## src/rtl/adcscan_pkg.sv

```systemverilog
// Package for the ADC scan / oversampling / limit check block.
// Shared constants, register codes, payload types and the scan sensor table.
// No dependencies.
`default_nettype none

package adcscan_pkg;

   localparam int ROUNDS_PER_WINDOW = 16;
   localparam int SAMPLE_BITS       = 10;

   localparam int HEATERS   = 4;
   localparam int PHASES    = 10;
   localparam int ADC_W     = 10;
   localparam int SUM_W     = 14;
   localparam int PSUM_W    = 13;
   localparam int SENSOR_W  = 3;
   localparam int PHASE_W   = 4;
   localparam int SLOT_W    = PHASE_W - 1;
   localparam int CSR_IDX_W = 4;
   localparam int ROUND_W   = (ROUNDS_PER_WINDOW > 1) ? $clog2(ROUNDS_PER_WINDOW) : 1;

   localparam logic [SUM_W-1:0]  HEATER_MAX   = '1;
   localparam logic [PSUM_W-1:0] PRESSURE_MAX = '1;
   localparam logic [SUM_W-1:0]  OVER_RESET   = SUM_W'(16368);
   localparam logic [SUM_W-1:0]  UNDER_RESET  = '0;
   localparam logic [ADC_W-1:0]  SAMPLE_MASK  = ADC_W'((64'd1 << SAMPLE_BITS) - 64'd1);

   localparam logic [PHASE_W-1:0] LAST_PHASE = PHASE_W'(PHASES - 1);
   localparam logic [ROUND_W-1:0] LAST_ROUND = ROUND_W'(ROUNDS_PER_WINDOW - 1);

   // sensor codes
   localparam logic [SENSOR_W-1:0] SENSOR_HEATER_0 = 3'd0;
   localparam logic [SENSOR_W-1:0] SENSOR_HEATER_1 = 3'd1;
   localparam logic [SENSOR_W-1:0] SENSOR_HEATER_2 = 3'd2;
   localparam logic [SENSOR_W-1:0] SENSOR_HEATER_3 = 3'd3;
   localparam logic [SENSOR_W-1:0] SENSOR_PRESSURE = 3'd4;

   // register indexes
   localparam logic [CSR_IDX_W-1:0] CSR_OVER_LIMIT_0  = 4'd0;
   localparam logic [CSR_IDX_W-1:0] CSR_OVER_LIMIT_1  = 4'd1;
   localparam logic [CSR_IDX_W-1:0] CSR_OVER_LIMIT_2  = 4'd2;
   localparam logic [CSR_IDX_W-1:0] CSR_OVER_LIMIT_3  = 4'd3;
   localparam logic [CSR_IDX_W-1:0] CSR_UNDER_LIMIT_0 = 4'd4;
   localparam logic [CSR_IDX_W-1:0] CSR_UNDER_LIMIT_1 = 4'd5;
   localparam logic [CSR_IDX_W-1:0] CSR_UNDER_LIMIT_2 = 4'd6;
   localparam logic [CSR_IDX_W-1:0] CSR_UNDER_LIMIT_3 = 4'd7;

   typedef logic [HEATERS-1:0][SUM_W-1:0] limit_array_type;

   typedef struct packed {
      logic [ADC_W-1:0] adc_value;
      logic             values_taken;
      logic             settling;
   } req_type;

   typedef struct packed {
      logic                start_conversion;
      logic [SENSOR_W-1:0] conversion_sensor;
      logic                window_done;
      logic                sums_ready;
      limit_array_type     heater_sum;
      logic [PSUM_W-1:0]   pressure_sum;
      logic [HEATERS-1:0]  over_mask;
      logic [HEATERS-1:0]  under_mask;
   } rsp_type;

   // scan order: heater 0, 3, 1, 2, then pressure
   function automatic logic [SENSOR_W-1:0] sensor_of_slot(input logic [SLOT_W-1:0] slot);
      logic [SENSOR_W-1:0] sensor;
      unique case (slot)
         3'd0:    sensor = SENSOR_HEATER_0;
         3'd1:    sensor = SENSOR_HEATER_3;
         3'd2:    sensor = SENSOR_HEATER_1;
         3'd3:    sensor = SENSOR_HEATER_2;
         3'd4:    sensor = SENSOR_PRESSURE;
         default: sensor = SENSOR_HEATER_0;
      endcase
      return sensor;
   endfunction

endpackage

`default_nettype wire

```

## src/rtl/adcscan_limit_check.sv

```systemverilog
// Over / under limit comparators, one pair per heater, with polarity select.
// Depends on adcscan_pkg.
`default_nettype none

module adcscan_limit_check (
   input  wire adcscan_pkg::limit_array_type        sums,
   input  wire adcscan_pkg::limit_array_type        over_limit,
   input  wire adcscan_pkg::limit_array_type        under_limit,
   input  wire logic                                check_en,
   output logic [adcscan_pkg::HEATERS-1:0]          over_mask,
   output logic [adcscan_pkg::HEATERS-1:0]          under_mask
);
   import adcscan_pkg::*;

   always_comb begin
      logic inverted;
      for (int e = 0; e < HEATERS; e++) begin
         // under above over means the sensor reads backwards
         inverted = under_limit[e] > over_limit[e];
         if (inverted) begin
            over_mask[e]  = check_en && (sums[e] <= over_limit[e]);
            under_mask[e] = check_en && (sums[e] >= under_limit[e]);
         end else begin
            over_mask[e]  = check_en && (sums[e] >= over_limit[e]);
            under_mask[e] = check_en && (sums[e] <= under_limit[e]);
         end
      end
   end

endmodule

`default_nettype wire

```

## src/rtl/adcscan_scan_core.sv

```systemverilog
// Scan sequencer, oversampling accumulators, latched sums and ready flag.
// Depends on adcscan_pkg and adcscan_limit_check.
`default_nettype none

module adcscan_scan_core (
   input  wire logic                          clock,
   input  wire logic                          reset,
   input  wire logic                          step,
   input  wire adcscan_pkg::req_type          item,
   input  wire adcscan_pkg::limit_array_type  over_limit,
   input  wire adcscan_pkg::limit_array_type  under_limit,
   output adcscan_pkg::rsp_type               result
);
   import adcscan_pkg::*;

   logic [PHASE_W-1:0] phase_ff, phase_in;
   logic [ROUND_W-1:0] round_ff, round_in;
   limit_array_type    hacc_ff, hacc_in, hacc_add;
   logic [PSUM_W-1:0]  pacc_ff, pacc_in, pacc_add;
   limit_array_type    hlat_ff, hlat_in;
   logic [PSUM_W-1:0]  plat_ff, plat_in;
   logic               ready_ff, ready_in;

   logic [PHASE_W-1:0]  phase;
   logic [SENSOR_W-1:0] sensor;
   logic                prepare;
   logic                last_phase;
   logic                done;
   logic                ready_mid;
   logic [ADC_W-1:0]    sample;
   logic [SUM_W:0]      hsum;
   logic [PSUM_W:0]     psum;
   logic [HEATERS-1:0]  over_mask;
   logic [HEATERS-1:0]  under_mask;

   always_comb begin
      phase      = (phase_ff < PHASE_W'(PHASES)) ? phase_ff : '0;
      sensor     = sensor_of_slot(phase[PHASE_W-1:1]);
      prepare    = ~phase[0];
      sample     = item.adc_value & SAMPLE_MASK;
      last_phase = (phase == LAST_PHASE);
      done       = last_phase && (round_ff == LAST_ROUND);

      hsum = {1'b0, hacc_ff[sensor[1:0]]} + (SUM_W+1)'(sample);
      psum = {1'b0, pacc_ff} + (PSUM_W+1)'(sample >> 1);

      hacc_add = hacc_ff;
      pacc_add = pacc_ff;
      if (!prepare) begin
         if (sensor == SENSOR_PRESSURE) begin
            pacc_add = psum[PSUM_W] ? PRESSURE_MAX : psum[PSUM_W-1:0];
         end else begin
            hacc_add[sensor[1:0]] = hsum[SUM_W] ? HEATER_MAX : hsum[SUM_W-1:0];
         end
      end

      phase_in = last_phase ? '0 : phase + PHASE_W'(1);
      if (!last_phase) begin
         round_in = round_ff;
      end else if (done) begin
         round_in = '0;
      end else begin
         round_in = round_ff + ROUND_W'(1);
      end

      // a take on the same tick is seen before the window closes
      ready_mid = item.values_taken ? 1'b0 : ready_ff;
      hlat_in   = hlat_ff;
      plat_in   = plat_ff;
      hacc_in   = hacc_add;
      pacc_in   = pacc_add;
      ready_in  = ready_mid;
      if (done) begin
         if (!ready_mid) begin
            hlat_in = hacc_add;
            plat_in = pacc_add;
         end
         hacc_in  = '0;
         pacc_in  = '0;
         ready_in = 1'b1;
      end
   end

   adcscan_limit_check u_limit_check (
      .sums        (hlat_in),
      .over_limit  (over_limit),
      .under_limit (under_limit),
      .check_en    (done && !item.settling),
      .over_mask   (over_mask),
      .under_mask  (under_mask)
   );

   always_comb begin
      result.start_conversion  = prepare;
      result.conversion_sensor = sensor;
      result.window_done       = done;
      result.sums_ready        = ready_in;
      result.heater_sum        = hlat_in;
      result.pressure_sum      = plat_in;
      result.over_mask         = over_mask;
      result.under_mask        = under_mask;
   end

   always_ff @(posedge clock) begin
      if (reset) begin
         phase_ff <= '0;
         round_ff <= '0;
         hacc_ff  <= '0;
         pacc_ff  <= '0;
         hlat_ff  <= '0;
         plat_ff  <= '0;
         ready_ff <= 1'b0;
      end else if (step) begin
         phase_ff <= phase_in;
         round_ff <= round_in;
         hacc_ff  <= hacc_in;
         pacc_ff  <= pacc_in;
         hlat_ff  <= hlat_in;
         plat_ff  <= plat_in;
         ready_ff <= ready_in;
      end
   end

   phase_in_range: assert property (@(posedge clock) disable iff (reset)
      phase_ff < PHASE_W'(PHASES))
      else $error("scan phase left the ten-phase range");

   window_closes_on_pressure: assert property (@(posedge clock) disable iff (reset)
      step && done |-> !prepare && sensor == SENSOR_PRESSURE)
      else $error("window closed outside the pressure measure phase");

   close_clears_accumulators: assert property (@(posedge clock) disable iff (reset)
      step && done |=> hacc_ff == '0 && pacc_ff == '0 && round_ff == '0 && ready_ff)
      else $error("window close left accumulators or round count set");

endmodule

`default_nettype wire

```

## src/rtl/adc_scan_oversample_limit_check.sv

```systemverilog
// Path: req transfer into the input register, then the result register, which drives rsp_valid.
// Throughput: one item per cycle while the result side is not stalled; one scan tick of adds
// and compares sits between the input register and the result register.
// Reset (synchronous, active high) clears scan phase, round count, accumulators,
// latched sums and the ready flag, and loads the default over/under limits.
// Depends on adcscan_pkg and adcscan_scan_core.
`default_nettype none

module adc_scan_oversample_limit_check (
   input  wire logic                                   clock,
   input  wire logic                                   reset,
   input  wire logic                                   req_valid,
   output logic                                        req_ready,
   input  wire logic [adcscan_pkg::ADC_W-1:0]          req_adc_value,
   input  wire logic                                   req_values_taken,
   input  wire logic                                   req_settling,
   output logic                                        rsp_valid,
   input  wire logic                                   rsp_ready,
   output logic                                        rsp_start_conversion,
   output logic [adcscan_pkg::SENSOR_W-1:0]            rsp_conversion_sensor,
   output logic                                        rsp_window_done,
   output logic                                        rsp_sums_ready,
   output logic [adcscan_pkg::SUM_W-1:0]               rsp_heater_sum_0,
   output logic [adcscan_pkg::SUM_W-1:0]               rsp_heater_sum_1,
   output logic [adcscan_pkg::SUM_W-1:0]               rsp_heater_sum_2,
   output logic [adcscan_pkg::SUM_W-1:0]               rsp_heater_sum_3,
   output logic [adcscan_pkg::PSUM_W-1:0]              rsp_pressure_sum,
   output logic [adcscan_pkg::HEATERS-1:0]             rsp_over_mask,
   output logic [adcscan_pkg::HEATERS-1:0]             rsp_under_mask,
   input  wire logic                                   csr_wr_en,
   input  wire logic [adcscan_pkg::CSR_IDX_W-1:0]      csr_index,
   input  wire logic [adcscan_pkg::SUM_W-1:0]          csr_wdata
);
   import adcscan_pkg::*;

   limit_array_type over_ff, over_in;
   limit_array_type under_ff, under_in;

   req_type req_ff, req_in;
   logic    in_valid_ff, in_valid_in;
   rsp_type rsp_ff, rsp_in;
   logic    rsp_valid_ff, rsp_valid_in;

   logic    req_xfer;
   logic    advance;
   rsp_type core_rsp;

   always_comb begin
      over_in  = over_ff;
      under_in = under_ff;
      if (csr_wr_en) begin
         unique case (csr_index)
            CSR_OVER_LIMIT_0:  over_in[0]  = csr_wdata;
            CSR_OVER_LIMIT_1:  over_in[1]  = csr_wdata;
            CSR_OVER_LIMIT_2:  over_in[2]  = csr_wdata;
            CSR_OVER_LIMIT_3:  over_in[3]  = csr_wdata;
            CSR_UNDER_LIMIT_0: under_in[0] = csr_wdata;
            CSR_UNDER_LIMIT_1: under_in[1] = csr_wdata;
            CSR_UNDER_LIMIT_2: under_in[2] = csr_wdata;
            CSR_UNDER_LIMIT_3: under_in[3] = csr_wdata;
            default: ; // unmapped index, dropped
         endcase
      end
   end

   // the scan steps when the input register can move into the result register
   assign advance   = in_valid_ff && (!rsp_valid_ff || rsp_ready);
   assign req_ready = !in_valid_ff || advance;
   assign req_xfer  = req_valid && req_ready;

   always_comb begin
      req_in.adc_value    = req_adc_value;
      req_in.values_taken = req_values_taken;
      req_in.settling     = req_settling;
      in_valid_in  = req_xfer || (in_valid_ff && !advance);
      rsp_in       = core_rsp;
      rsp_valid_in = advance || (rsp_valid_ff && !rsp_ready);
   end

   adcscan_scan_core u_scan_core (
      .clock       (clock),
      .reset       (reset),
      .step        (advance),
      .item        (req_ff),
      .over_limit  (over_ff),
      .under_limit (under_ff),
      .result      (core_rsp)
   );

   always_ff @(posedge clock) begin
      if (reset) begin
         for (int e = 0; e < HEATERS; e++) begin
            over_ff[e]  <= OVER_RESET;
            under_ff[e] <= UNDER_RESET;
         end
         in_valid_ff  <= 1'b0;
         rsp_valid_ff <= 1'b0;
      end else begin
         over_ff      <= over_in;
         under_ff     <= under_in;
         in_valid_ff  <= in_valid_in;
         rsp_valid_ff <= rsp_valid_in;
      end
   end

   always_ff @(posedge clock) begin
      if (req_xfer) begin
         req_ff <= req_in;
      end
      if (advance) begin
         rsp_ff <= rsp_in;
      end
   end

   assign rsp_valid             = rsp_valid_ff;
   assign rsp_start_conversion  = rsp_ff.start_conversion;
   assign rsp_conversion_sensor = rsp_ff.conversion_sensor;
   assign rsp_window_done       = rsp_ff.window_done;
   assign rsp_sums_ready        = rsp_ff.sums_ready;
   assign rsp_heater_sum_0      = rsp_ff.heater_sum[0];
   assign rsp_heater_sum_1      = rsp_ff.heater_sum[1];
   assign rsp_heater_sum_2      = rsp_ff.heater_sum[2];
   assign rsp_heater_sum_3      = rsp_ff.heater_sum[3];
   assign rsp_pressure_sum      = rsp_ff.pressure_sum;
   assign rsp_over_mask         = rsp_ff.over_mask;
   assign rsp_under_mask        = rsp_ff.under_mask;

   held_item_not_dropped: assert property (@(posedge clock) disable iff (reset)
      in_valid_ff && !advance |=> in_valid_ff && $stable(req_ff))
      else $error("buffered item lost while result side stalled");

   masks_only_at_close: assert property (@(posedge clock) disable iff (reset)
      rsp_valid_ff && !rsp_ff.window_done |-> rsp_ff.over_mask == '0 && rsp_ff.under_mask == '0)
      else $error("limit mask set outside window close");

   close_sets_ready: assert property (@(posedge clock) disable iff (reset)
      rsp_valid_ff && rsp_ff.window_done |-> rsp_ff.sums_ready)
      else $error("window close without ready flag");

endmodule

`default_nettype wire
```

## config.mk

```make
export PLATFORM = sky130hd
export DESIGN_NAME = adc_scan_oversample_limit_check
export DESIGN_NICKNAME = d
export VERILOG_FILES = /design/src/rtl/adcscan_pkg.sv /design/src/rtl/adcscan_limit_check.sv /design/src/rtl/adcscan_scan_core.sv /design/src/rtl/adc_scan_oversample_limit_check.sv
export SDC_FILE = /design/constraint.sdc
export NUM_CORES = 1
export LEC_CHECK = 0
export CAP_MARGIN = 20
export CORE_AREA = 2 2 178 180
export CTS_CLUSTER_SIZE = 25
export DETAILED_ROUTE_END_ITERATION = 8
export DIE_AREA = 0 0 180 182
export DONT_BUFFER_PORTS = 1
export PLACE_DENSITY = 0.79
export SLEW_MARGIN = 20
export SYNTH_ARGS = -nofsm -noshare
export SYNTH_HDL_FRONTEND = slang
export SYNTH_SLANG_ARGS = --single-unit
```

## constraint.sdc

```tcl
create_clock -name clock -period 6.8 [get_ports clock]
set_input_delay 1.36 -clock clock [delete_from_list [all_inputs] [get_ports clock]]
set_output_delay 1.36 -clock clock [all_outputs]
set_load 0.1 [all_outputs]
```

==> run metrics <==
post-CTS setup buffers 0; chip width 180 microns; most numerous cell in the Yosys netlist nand2_1; drt pass-1 iters 6; Slew HR 0.310; # diodes 0; EDFF count, synth 95; Post-Syn Area per Cell 8.68 sq um; Primary FF master, synth dfxtp_1; Critical Path RT 7.09 ns; compound-gate portion of the synthesized area 0.170; vias in the first global route 15200; Vias 16100; # setup viols final 0; outcome finished clean; Yosys top cell by area dfxtp_1; actual slew at the worst max-slew pin 1.03 ns; routed vias/inst 6.31; Final Hold Viols 0; DRT antenna net count 0; htree depth 2; Power Dens Cells 239 mW/mm^2; P&R area growth vs syn 7.80%; count of cell types in the netlist 81; critical path type flip-flop to flip-flop; post-DP HPWL 38700 microns; Synth Net Count 2405; area of the core 0.0310 sq mm; clock buffer count from CTS 38; Synth top area share 0.276; number of max-cap violations 0; largest net degree at the start of global routing 174; post-place setup slack 2.22 ns; Util after Layout 0.658; #FFs+latches synth 356; Die Area 0.0328 sq mm; setup TNS 0 ns; synthesized instance count 2180; Root Buffer Master clkbuf_16; Crit path arrival time 4.99 ns; HP Class flip-flop to flip-flop; Starting Density 0.611; Final Worst Setup Slack 2.10 ns; Sink Count 356; GP Congestion 1.03; post-DR wirelength/cell 20.9 microns; # port buffers 0; Rows 65; first-pass GRT wire length 82900 microns; Setup crit start kind flip-flop; final WL 53400 microns; Synth top cells by count nand2_1 (355), dfxtp_1 (261), nor2_1 (201), ha_1 (188), o21ai_0 (165); Leak 0.00823 uW; RSZ-0062 raised after global routing false; total congestion overflow 0; Synth Area in Simple Gates 0.188; gr usage total 0.317; Tcrit/Tclk final 0.692; CP endpoint kind flip-flop; hold_buf cts 0; xor/xnor cell area share of the yosys netlist 0.00833; Die Y-Extent 182 microns; peak supply drop 196 uV; mux cell area share after synthesis 0.0271; initial antenna violation count 0; post-cts resize count 0; clock buffer depth 3; adder-cell share of the synthesized area 0.126; CTS tree done; Max Slew Vio Count 0; Worst-Skew Late Latency 0.53 ns; Tmin final 4.70 ns; final setup skew 0.0160 ns; layout cells sized above 1 0.0470; nets 2345; synthesized area 0.0189 sq mm; Max Fclk 213 MHz; Area contributors post-synth dfxtp_1 (28%), edfxtp_1 (15%), ha_1 (12%), nand2_1 (7.0%), o21ai_0 (4.4%); register area share after synthesis 0.427; post-route DRC violation count 0; num ports 120; drt first-iter violations 1824; main combinational cell family by area after synthesis simple AND/OR/NAND/NOR gates; crit-path max FO 66; CTS clk-pin slew, worst paths 0.06 ns; Ys Warns 0; Async SR Flop Fraction 0
-- cell type report --
type                    count  area [sq um]
fillers                  2468         10600
multi-input cells        1572          9880
flip-flops and latches    356          8080
clock buffers              54          1130
inverters                 136           513
well taps                 402           503
clock inverters            14           158
repair buffers             16           144
-- per-stage QoR --
step / instances / total power (uW) / instance area (sq um) / hold slack (ns)
final: 2550 / 4870 / 20400 / 0.443
after CTS: 2548 / 4870 / 20400 / 0.437
after detailed placement: 2480 / 2760 / 19100 / 0.430
after global placement: 2480 / 2750 / 19100 / 0.424
after global routing: 2550 / 5000 / 20400 / 0.468
after floorplan: 2180 / 2710 / 18900 / 0.415
-- final timing paths --
kind	startpoint	endpoint	slack, ns	depth (start not counted)
setup / recovery	u_scan_core.phase_ff[2]$_SDFFE_PP0P_	rsp_over_mask[2]$_DFFE_PP_	2.10	10
hold / removal	u_scan_core.hlat_ff[11]$_SDFFE_PP0P_	u_scan_core.hlat_ff[11]$_SDFFE_PP0P_	0.44	2
setup reg to reg	u_scan_core.phase_ff[2]$_SDFFE_PP0P_	rsp_over_mask[2]$_DFFE_PP_	2.10	10
hold reg to reg	u_scan_core.hlat_ff[11]$_SDFFE_PP0P_	u_scan_core.hlat_ff[11]$_SDFFE_PP0P_	0.44	2
-- logic make-up (layout without fill, tap and decap cells) --
logic type / after synthesis / count (layout)
AO/OA/AOI/OAI: 523 / 523
XOR/XNOR: 18 / 18
adder cells (fa/ha/maj): 190 / 190
buffers and inverters: 252 / 220
flip-flops: 356 / 356
multiplexers: 51 / 51
AND/OR/NAND/NOR: 790 / 790
-- sequential cells by signal, indices dropped and copies added, names as in the netlist, 3 cells and up --
name and flops:
under_ff 56, rsp_over_mask 4, req_ff 12, u_scan_core.phase_ff 4, rsp_heater_sum_1 14, u_scan_core.hacc_ff 56
rsp_under_mask 4, over_ff 56, rsp_heater_sum_0 14, rsp_heater_sum_2 14, rsp_pressure_sum 13, u_scan_core.hlat_ff 56
rsp_heater_sum_3 14, u_scan_core.plat_ff 13, u_scan_core.round_ff 4, rsp_conversion_sensor 3, u_scan_core.pacc_ff 13
-- power breakdown --
group          leakage, uW  internal [uW]  switching, uW
Sequential         0.00295           2220            213
Combinational      0.00465            101            196
Clock             0.000636           1280            862
Total              0.00823           3600           1270
-- routing by layer --
| layer | track usage | routed length (microns) |
|---|---|---|
| met3 | 0.0672 | 4860 |
| met4 | 0.135 | 2250 |
| met1 | 0.418 | 22200 |
| met2 | 0.508 | 24100 |
| met5 | 0 | 0 |
-- cells in the final DEF, fill, tap and decap left out, types with 49 or more instances in the layout --
cell type	count
nand2_1	355
dfxtp_1	261
nor2_1	200
ha_1	188
o21ai_0	165
a21oi_1	153
inv_1	135
edfxtp_1	95
nand3_1	50
mux2i_1	49
-- worst max-delay path, cell delays in order, from the launching register on --
cell and delay, ns:
dfxtp_1 0.34, buf_4 0.23, nor4bb_1 0.38, buf_4 0.23, nand3_4 0.51, o21ai_0 0.87
ha_1 0.40, a2111oi_0 0.57, o221ai_1 0.28, o2111a_1 0.21, a2111oi_0 0.42
Note: power is estimated with default switching activity, not from simulation.
